[config.mk]
export PLATFORM = sky130hd
export DESIGN_NAME = deque_with_key_purge
export DESIGN_NICKNAME = d
export VERILOG_FILES = /design/src/design/dqkp_pkg.sv /design/src/design/dqkp_store.sv /design/src/design/deque_with_key_purge.sv
export SDC_FILE = /design/constraint.sdc
export NUM_CORES = 2
export LEC_CHECK = 0
export BUFFER_PORTS_ARGS = -buffer_cell sky130_fd_sc_hd__buf_2
export CAP_MARGIN = 20
export CORE_ASPECT_RATIO = 0.9
export CORE_MARGIN = 4
export CORE_UTILIZATION = 56
export DETAILED_ROUTE_END_ITERATION = 7
export PLACE_DENSITY = 0.78
export SKIP_CTS_REPAIR_TIMING = 1
export SYNTH_ARGS = -nofsm -noshare
export SYNTH_HDL_FRONTEND = slang
export SYNTH_SLANG_ARGS = --single-unit
[constraint.sdc]
create_clock -name clk -period 5.48 [get_ports clk]
set_input_delay 0.822 -clock clk [delete_from_list [all_inputs] [get_ports clk]]
set_output_delay 0.822 -clock clk [all_outputs]
set_load 0.005 [all_outputs]
[src/design/dqkp_pkg.sv]
// shared constants for the deque with key purge: request and status codes
package dqkp_pkg;

	localparam int FUNC_W   = 3;
	localparam int STATUS_W = 2;

	localparam logic [FUNC_W-1:0] FUNC_PUSH_FRONT = 3'd0;
	localparam logic [FUNC_W-1:0] FUNC_PUSH_BACK  = 3'd1;
	localparam logic [FUNC_W-1:0] FUNC_POP_FRONT  = 3'd2;
	localparam logic [FUNC_W-1:0] FUNC_POP_BACK   = 3'd3;
	localparam logic [FUNC_W-1:0] FUNC_PURGE      = 3'd4;
	localparam logic [FUNC_W-1:0] FUNC_CLEAR      = 3'd5;

	localparam logic [STATUS_W-1:0] STATUS_DONE  = 2'd0;
	localparam logic [STATUS_W-1:0] STATUS_FULL  = 2'd1;
	localparam logic [STATUS_W-1:0] STATUS_EMPTY = 2'd2;

endpackage

[src/design/dqkp_store.sv]
// ring store: one write port and two read ports with registered read data
module dqkp_store #(
	parameter int DEPTH = 64,
	parameter int WIDTH = 32
) (
	input  logic                     clk,
	input  logic                     we,
	input  logic [$clog2(DEPTH)-1:0] waddr,
	input  logic [WIDTH-1:0]         wdata,
	input  logic [$clog2(DEPTH)-1:0] raddr_a,
	input  logic [$clog2(DEPTH)-1:0] raddr_b,
	output logic [WIDTH-1:0]         rdata_a,
	output logic [WIDTH-1:0]         rdata_b
);

	logic [WIDTH-1:0] mem [DEPTH];

	always_ff @(posedge clk) begin
		if (we) begin
			mem[waddr] <= wdata;
		end
	end

	always_ff @(posedge clk) begin
		rdata_a <= mem[raddr_a];
		rdata_b <= mem[raddr_b];
	end

endmodule

[src/design/deque_with_key_purge.sv]
// top level of the deque with key purge: sequencer, ring pointers and purge walk
//
//  channel   | handshake          | fields
//  ----------+--------------------+-----------------------------------------------
//  request   | start, busy        | func, key_value
//  result    | done (one cycle)   | status, popped_key, purged_count, entry_count,
//            |                    | front_key, back_key
//
// push, pop, clear and unused codes pass from transfer to result through execute,
// read front and back, then the result cycle with done high.
// a purge runs execute, the walk over the held entries, then read and result: the walk reads one
// entry per cycle through the store's read port and compacts through its write port.
// reset clears the pointers and count; the store contents are not cleared.
// busy is high from the transfer until the result cycle ends; results cannot be stalled.
module deque_with_key_purge #(
	parameter int CAPACITY = 64,
	parameter int KEY_BITS = 32
) (
	input  logic                                 clk,
	input  logic                                 arst_n,
	input  logic                                 start,
	output logic                                 busy,
	input  logic [dqkp_pkg::FUNC_W-1:0]          func,
	input  logic signed [KEY_BITS-1:0]           key_value,
	output logic                                 done,
	output logic [dqkp_pkg::STATUS_W-1:0]        status,
	output logic signed [KEY_BITS-1:0]           popped_key,
	output logic [$clog2(CAPACITY+1)-1:0]        purged_count,
	output logic [$clog2(CAPACITY+1)-1:0]        entry_count,
	output logic signed [KEY_BITS-1:0]           front_key,
	output logic signed [KEY_BITS-1:0]           back_key
);

	import dqkp_pkg::*;

	localparam int AW = $clog2(CAPACITY);
	localparam int CW = $clog2(CAPACITY + 1);

	localparam logic [2:0] S_IDLE  = 3'd0;
	localparam logic [2:0] S_EXEC  = 3'd1;
	localparam logic [2:0] S_PURGE = 3'd2;
	localparam logic [2:0] S_RD    = 3'd3;
	localparam logic [2:0] S_RESP  = 3'd4;

	logic [2:0]          state_q;
	logic [FUNC_W-1:0]   func_q;
	logic [KEY_BITS-1:0] key_q;
	logic [AW-1:0]       fp_q;
	logic [CW-1:0]       cnt_q;
	logic [STATUS_W-1:0] status_q;
	logic [KEY_BITS-1:0] popped_q;
	logic [CW-1:0]       purged_q;
	logic                pop_q;
	logic [AW-1:0]       rs_q;
	logic [AW-1:0]       ws_q;
	logic [CW-1:0]       left_q;
	logic [CW-1:0]       kept_q;
	logic                pv_q;

	logic [AW-1:0]       off_sel;
	logic [AW:0]         sum_raw;
	logic [AW-1:0]       slot;
	logic                full;
	logic                empty;

	logic                ram_we;
	logic [AW-1:0]       ram_waddr;
	logic [KEY_BITS-1:0] ram_wdata;
	logic [AW-1:0]       ram_raddr_a;
	logic [AW-1:0]       ram_raddr_b;
	logic [KEY_BITS-1:0] ram_rdata_a;
	logic [KEY_BITS-1:0] ram_rdata_b;
	logic                keep;

	function automatic logic [AW-1:0] wrap_inc(input logic [AW-1:0] s);
		logic [AW-1:0] r;
		if (s == AW'(CAPACITY - 1)) begin
			r = '0;
		end else begin
			r = s + 1'b1;
		end
		return r;
	endfunction

	assign full  = (cnt_q == CW'(CAPACITY));
	assign empty = (cnt_q == '0);

	// shared ring index adder: front pointer plus an offset, modulo capacity
	always_comb begin
		off_sel = '0;
		if (state_q == S_RD) begin
			off_sel = AW'(cnt_q - 1'b1);
		end else begin
			case (func_q)
				FUNC_PUSH_FRONT: off_sel = AW'(CAPACITY - 1);
				FUNC_PUSH_BACK:  off_sel = cnt_q[AW-1:0];
				FUNC_POP_BACK:   off_sel = AW'(cnt_q - 1'b1);
				default:         off_sel = '0;
			endcase
		end
	end

	assign sum_raw = {1'b0, fp_q} + {1'b0, off_sel};
	assign slot    = (sum_raw >= (AW + 1)'(CAPACITY)) ?
		AW'(sum_raw - (AW + 1)'(CAPACITY)) : sum_raw[AW-1:0];

	assign keep = pv_q && (ram_rdata_a != key_q);

	always_comb begin
		ram_we      = 1'b0;
		ram_waddr   = slot;
		ram_wdata   = key_q;
		ram_raddr_a = slot;
		ram_raddr_b = slot;
		unique case (state_q)
			S_EXEC: begin
				ram_we = ((func_q == FUNC_PUSH_FRONT) || (func_q == FUNC_PUSH_BACK)) && !full;
			end
			S_PURGE: begin
				ram_raddr_a = rs_q;
				ram_we      = keep;
				ram_waddr   = ws_q;
				ram_wdata   = ram_rdata_a;
			end
			S_RD: begin
				ram_raddr_a = fp_q;
			end
			default: begin
			end
		endcase
	end

	dqkp_store #(
		.DEPTH(CAPACITY),
		.WIDTH(KEY_BITS)
	) u_store (
		.clk     (clk),
		.we      (ram_we),
		.waddr   (ram_waddr),
		.wdata   (ram_wdata),
		.raddr_a (ram_raddr_a),
		.raddr_b (ram_raddr_b),
		.rdata_a (ram_rdata_a),
		.rdata_b (ram_rdata_b)
	);

	always_ff @(posedge clk or negedge arst_n) begin
		if (!arst_n) begin
			state_q <= S_IDLE;
			fp_q    <= '0;
			cnt_q   <= '0;
			pv_q    <= 1'b0;
			left_q  <= '0;
		end else begin
			unique case (state_q)
				S_IDLE: begin
					if (start) begin
						state_q <= S_EXEC;
					end
				end
				S_EXEC: begin
					state_q <= (func_q == FUNC_PURGE) ? S_PURGE : S_RD;
					unique case (func_q)
						FUNC_PUSH_FRONT: begin
							if (!full) begin
								fp_q  <= slot;
								cnt_q <= cnt_q + 1'b1;
							end
						end
						FUNC_PUSH_BACK: begin
							if (!full) begin
								cnt_q <= cnt_q + 1'b1;
							end
						end
						FUNC_POP_FRONT: begin
							if (!empty) begin
								fp_q  <= wrap_inc(fp_q);
								cnt_q <= cnt_q - 1'b1;
							end
						end
						FUNC_POP_BACK: begin
							if (!empty) begin
								cnt_q <= cnt_q - 1'b1;
							end
						end
						FUNC_PURGE: begin
							left_q  <= cnt_q;
							pv_q    <= 1'b0;
						end
						FUNC_CLEAR: begin
							cnt_q <= '0;
						end
						default: begin
						end
					endcase
				end
				S_PURGE: begin
					if (left_q != '0) begin
						left_q <= left_q - 1'b1;
						pv_q   <= 1'b1;
					end else begin
						pv_q <= 1'b0;
						if (!pv_q) begin
							cnt_q   <= kept_q;
							state_q <= S_RD;
						end
					end
				end
				S_RD: begin
					state_q <= S_RESP;
				end
				S_RESP: begin
					state_q <= S_IDLE;
				end
				default: begin
					state_q <= S_IDLE;
				end
			endcase
		end
	end

	// payload registers
	always_ff @(posedge clk) begin
		unique case (state_q)
			S_IDLE: begin
				func_q <= func;
				key_q  <= key_value;
			end
			S_EXEC: begin
				popped_q <= '0;
				rs_q     <= fp_q;
				ws_q     <= fp_q;
				kept_q   <= '0;
				unique case (func_q) inside
					FUNC_PUSH_FRONT, FUNC_PUSH_BACK: begin
						status_q <= full ? STATUS_FULL : STATUS_DONE;
						purged_q <= '0;
						pop_q    <= 1'b0;
					end
					FUNC_POP_FRONT, FUNC_POP_BACK: begin
						status_q <= empty ? STATUS_EMPTY : STATUS_DONE;
						purged_q <= '0;
						pop_q    <= !empty;
					end
					FUNC_CLEAR: begin
						status_q <= STATUS_DONE;
						purged_q <= cnt_q;
						pop_q    <= 1'b0;
					end
					default: begin
						status_q <= STATUS_DONE;
						purged_q <= '0;
						pop_q    <= 1'b0;
					end
				endcase
			end
			S_PURGE: begin
				if (left_q != '0) begin
					rs_q <= wrap_inc(rs_q);
				end
				if (keep) begin
					ws_q   <= wrap_inc(ws_q);
					kept_q <= kept_q + 1'b1;
				end
				if ((left_q == '0) && !pv_q) begin
					purged_q <= cnt_q - kept_q;
				end
			end
			S_RD: begin
				if (pop_q) begin
					popped_q <= ram_rdata_a;
				end
			end
			default: begin
			end
		endcase
	end

	assign busy         = (state_q != S_IDLE);
	assign done         = (state_q == S_RESP);
	assign status       = status_q;
	assign popped_key   = popped_q;
	assign purged_count = purged_q;
	assign entry_count  = cnt_q;
	assign front_key    = empty ? '0 : ram_rdata_a;
	assign back_key     = empty ? '0 : ram_rdata_b;

endmodule
# After elaboration in Yosys (flattened, before gate mapping)
# Memories as Yosys holds them, arrays and structs flattened. A register that Yosys moved wholly into a read port is not among the register bits.
# Index checks and enable logic that the tools add are counted.
[word_totals] register_bits=120 input_bits=38 elab_cells=128 output_inout_bits=114 mem_bits_rw=2048 n_memories=1
[mem_list] name="u_store.mem" words=64 word_bits=32 read_ports=2 rd_clocked_by_memory_dff=2 write_ports=1 line="dqkp_store.sv:16" text="logic [WIDTH-1:0] mem [DEPTH];"
[classes] n_reduce_logical=27 n_eq_ne=27 muxes=48 n_lt_le_gt_ge=1 addsub=10
[ops] cell="$mux 32" count=4
[ops] cell="$pmux 32 s2" count=1
[ops] cell="$mux 7" count=9
[ops] cell="$mux 6" count=10
[ops] cell="$pmux 7 s2" count=4
[ops] cell="$pmux 6 s2" count=4
[ops] cell="$ne 32x32->1" count=1
[ops] cell="$pmux 7 s3" count=1
[ops] cell="$ne 2x2->1 const B" count=10
[ops] cell="$add 6x1->6 const B" count=3
[ops] cell="$eq 6x6->1 const B" count=3
[ops] cell="$pmux 6 s3" count=1
[ops] cell="$add 7x1->7 const B" count=2
[ops] cell="$logic_not 7->1" count=2
[ops] cell="$sub 7x1->7 const B" count=2
[ops] cell="$eq 3x2->1 const B" count=4
[ops] cell="$pmux 3 s4" count=1
[ops] cell="$reduce_and 2->1" count=5
[ops] cell="$eq 3x3->1 const B" count=3
[ops] cell="$mux 3" count=3
[ops] cell="$add 6x6->7" count=1
[ops] cell="$eq 7x7->1 const B" count=1
[ops] cell="$ge 7x7->1 const B" count=1
[ops] cell="$reduce_bool 7->1" count=1
[ops] cell="other kinds (19)" count=36

# Longest topological paths before layout
[logic_depth] ltp_word=8 mapped_depth=19 ltp_nobuf=15

# Modules after synthesis
# From an unflattened synthesis, not the netlist that was laid out.
[hier_totals] cells_unflattened=5216 hier_area_um2=103067.6
[by_module_without_submodules] module="dqkp_store" area_per_inst_um2=95660.5 cells_per_inst=4412 instances=1 seq_area_each_um2=62780.2
[by_module_without_submodules] module="deque_with_key_purge" area_per_inst_um2=7407.1 cells_per_inst=804 instances=1 seq_area_each_um2=3483.3

# Least setup slack after synthesis
# No wires, ideal clock.
[synth_path] path_type="flip-flop to flip-flop" from="register cnt_q[0], in the netlist entry_count[0]" to="memory u_store.mem[56][0] (enable)" arrival_time_ps=5077 path_buffers=4 path_slack_ps=-18 period_less_slack_ps=5498 required_time_ps=5059 path_stages_with_launch=19 setup_time_ps=421 cell_sequence="dfrtp_1 -> clkbuf_1 -> inv_1 -> ha_1 -> nand3_1 -> o21ai_0 -> a22oi_1 -> o22ai_1 -> ha_1 -> nor2b_1 -> o21a_1 -> o21ai_0 -> and2_1 -> clkbuf_1 -> clkbuf_1 -> clkbuf_1 -> nand3_1 -> o22a_1 -> nor2_1"
[synth_between] elab_chain_len=7 elab_cells_between_ends=14 classes_between="add/sub (3); order compare (1); eq/ne (1); mux (7); reduce/logical (2)"
[synth_rtl] item="start, declared" line="deque_with_key_purge.sv:49" text="logic [CW-1:0] cnt_q;"
[synth_rtl] item="start signal, assigned" line="deque_with_key_purge.sv:167" text="cnt_q <= cnt_q + 1'b1;"
[synth_rtl] item="start signal, assigned" line="deque_with_key_purge.sv:172" text="cnt_q <= cnt_q + 1'b1;"
[synth_rtl] item="start signal, assigned" line="deque_with_key_purge.sv:178" text="cnt_q <= cnt_q - 1'b1;"
[synth_rtl] item="$sub 7x1->7"
[synth_rtl] item="$pmux 6 s3" line="deque_with_key_purge.sv:94" text="case (func_q)"
[synth_rtl] item="$mux 6" line="deque_with_key_purge.sv:91" text="if (state_q == S_RD) begin"
[synth_rtl] item="$add 6x6->7" line="deque_with_key_purge.sv:103" text="assign sum_raw = {1'b0, fp_q} + {1'b0, off_sel};"
[synth_rtl] item="$sub 6x1->6 or $ge 7x7->1 (tied branches)" line="deque_with_key_purge.sv:105, deque_with_key_purge.sv:104"
[synth_rtl] item="$mux 6" line="deque_with_key_purge.sv:104" text="assign slot = (sum_raw >= (AW + 1)'(CAPACITY)) ?"
[synth_rtl] item="$mux 6" line="deque_with_key_purge.sv:115" text="unique case (state_q)"
[synth_rtl] item="end, declared" line="dqkp_store.sv:16"
# Several ways; a longest one is shown, not always the timed one.

# Worst setup path in the final report
[layout_path] from="register cnt_q[1], in the netlist entry_count[1]" to="memory u_store.mem[39][15] (enable)"
# The elaborated chain is that of the path after synthesis.

==> run summary <==
Status = finished with violations
Failing checks = DRC, hold timing
Vias in the first global route = 72000
Routed length per instance = 35.5 um
Commonest register cell after synthesis = edfxtp_1
Initial antenna violation count = 10
GRT Util Overall = 0.358
CTS root buf = clkbuf_16
Max Fclk = 0.193 GHz
Endpoints failing setup = 0
CTS tree = built
Routed Antenna Nets = 0
Fin nets = 7408
Drt via density = 7.47
Yosys cell types = 70
Commonest non-fill, non-tap cell in the layout = edfxtp_1
Core Footprint = 0.186 mm^2
Seq/Total Area, Yosys = 0.633
Clk buf depth = 3
Clock Latency Late Sink = 0.89 ns
Worst Path Required = 6.00 ns
Die Height = 418 um
Routed vias = 74400
Num CTS Buffers = 216
I/O pin cnt = 152
Relative slew slack = 0.252
Worst Setup Start Kind = flop
RSZ-0062 raised after global routing = no
Fin Clk Skew = 0.0616 ns
Hold slack = -0.0150 ns
WP buf/inv = 2
EDFF count, synth = 2144
Final Instance Area = 0.118 mm^2
Avg Inst Size Synth = 14.5 um^2
Tmin final = 5.19 ns
Area after DPL = 0.110 mm^2
Class of the worst hold path = primary input to async pin
Total grt overflow = 0
Die W = 464 um
Post-DP HPWL = 201 mm
Worst EP arrival = 5.71 ns
Slew Limit Fails = 0
Crit Path Class = flop to flop
Initial Util = 0.563
First-pass iteration count of the detailed router = 8
Setup slack at placement = 0.492 ns
Cell Area, Synth = 0.105 mm^2
Slew of the pin with the lowest slew margin = 1.12 ns
Die Area = 0.194 mm^2
Area Growth Syn to Fin = 12.6%
Delay-heaviest family, CP = simple AND/OR/NAND/NOR gates
Clock-pin slew on the worst setup and hold paths = 0.07 ns
Yosys warns = 0
Filler instances = 12400
Final Cycle Share = 0.947
Initial drt markers = 14900
Crit end category = flop
Worst Slack Setup Final = 0.288 ns
RePlAce Congestion = 0.953
PortBufs = 151
Highest-count cells in the layout ignoring fill and taps = edfxtp_1, nand2_1, mux4_2
CTS H-Tree Depth = 4
Critical-path maximum fanout = 18
Reg2Reg Depth = 15
Rows = 150
Final Hold Vio Count = 14
Max incr delay on CP = 0.86 ns
Largest net degree at the start of global routing = 105
Slowest CP cell = nor2_4
Async set-reset flop share out of synthesis = 0.0108
Synthesis-stage register bit count = 2232
Syn Nets = 7276
Crit path cell chain = inv_1 > ha_1 > nand3_1 > o21ai_0 > a22oi_1 > o22ai_1 > ha_1 > a21oi_1 > a21oi_1 > or3_1 > o211a_2 > or2_4 > o22a_1 > nor2_4 > buf_4
Drt total wl = 354 mm
First-pass GRT wire length = 501 mm
# clock sinks = 2232
DRC viols = 7
WP depth = 15
Cells after Synth = 7216
Max Cap Violations = 0
Layout cells sized above 1 = 0.222
state kept, by name, summed over array words and instances, names as in the netlist:
name,cells
u_store.mem,2048
rs_q,6
pop_q,1
kept_q,7
u_store.rdata_a,32
u_store.rdata_b,32
left_q,7
state_q,3
fp_q,6
key_q,32
func_q,3
entry_count,7
popped_key,32
purged_count,7
status,2
pv_q,1
ws_q,6
cell type report:
type | instances | area (um^2) | area share
sequential | 2232 | 66300 | 0.562
antenna | 4 | 10.0 | 0.0000850
timing repair buffer | 490 | 4530 | 0.0385
clock buffer | 275 | 5860 | 0.0497
tap | 2432 | 3040 | 0.0258
multi-input combinational | 4383 | 36600 | 0.311
clock inverter | 128 | 1380 | 0.0117
inverter | 25 | 93.8 | 0.000797
synth_stat cells (all sizes together), types with 17 or more instances:
library cell	instances	area share
a211oi	34	0.0025
a21oi	255	0.012
a221oi	32	0.0027
a22oi	69	0.0050
a311oi	33	0.0028
a32oi	130	0.011
and2	34	0.0020
and3	38	0.0023
buf	172	0.0080
clkbuf	404	0.014
dfrtp	24	0.0057
dfxtp	64	0.012
edfxtp	2144	0.62
ha	20	0.0024
inv	25	0.00090
mux2	39	0.0042
mux2i	297	0.029
mux4	672	0.14
nand2	1510	0.054
nand2b	17	0.0010
nand3	594	0.028
nor2	102	0.0037
nor2b	77	0.0046
nor3	42	0.0020
nor4	41	0.0025
o21ai	75	0.0036
o221ai	35	0.0047
o22ai	71	0.0042
o32a	32	0.0031
xor2	41	0.0034
layer usage:
layer / up-vias / global-route usage / part of all wire
li1: 28500 / - / -
met1: 36200 / 0.453 / 0.31
met2: 7901 / 0.523 / 0.43
met3: 1755 / 0.130 / 0.17
met4: 6 / 0.236 / 0.084
met5: - / 0 / 0.00012
cells by family (layout without fill, tap and decap cells):
family                     Yosys count  count (layout)  share of synthesized area
and+or+nand+nor                   2481            2481                      0.102
DFF                               2232            2232                      0.633
muxes                             1008            1008                      0.177
AOI/OAI and AO/OA                  816             816                     0.0558
buffers and inverters              601             918                     0.0234
xor gates and xnor gates            56              56                    0.00469
adders and majority gates           22              22                    0.00278
other                                0               4                          0
path summary, 6_finish.rpt:
path | from | endpoint | slack [ns]
max in group asynchronous | arst_n | state_q[0] | 5.04
min in group clk | key_value[14] | key_q[14] | 0.12
setup / recovery | entry_count[1] | u_store.mem[39][15] | 0.29
hold / removal | arst_n | pv_q | -0.02
hold reg to reg | left_q[6] | left_q[6] | 0.52
setup reg to reg | entry_count[1] | u_store.mem[39][15] | 0.29
metrics by stage:
step | util | setup TNS [ns] | hold WS [ns] | cells
2_1_floorplan | - | -8.37 | 0.469 | 7216
3_3_place_gp | 0.594 | 0 | 0.492 | 9550
3_5_place_dp | 0.594 | 0 | 0.507 | 9553
4_1_cts | 0.633 | 0 | -0.0547 | 9956
5_1_grt | 0.634 | 0 | 0.00432 | 9965
6_report | 0.634 | 0 | -0.0150 | 9969
worst register-to-register path, delay by kind of cell (launching register included):
kind	cells	cell delay (ns)
buf+inv	2	0.69
simple gates	4	1.62
compound gates	7	1.45
fa+ha+maj	2	0.68
flops	1	0.38
Power is left out: the tool's default activity adds up to more than one toggle a clock period on the data nets, which glitch-free logic cannot reach.
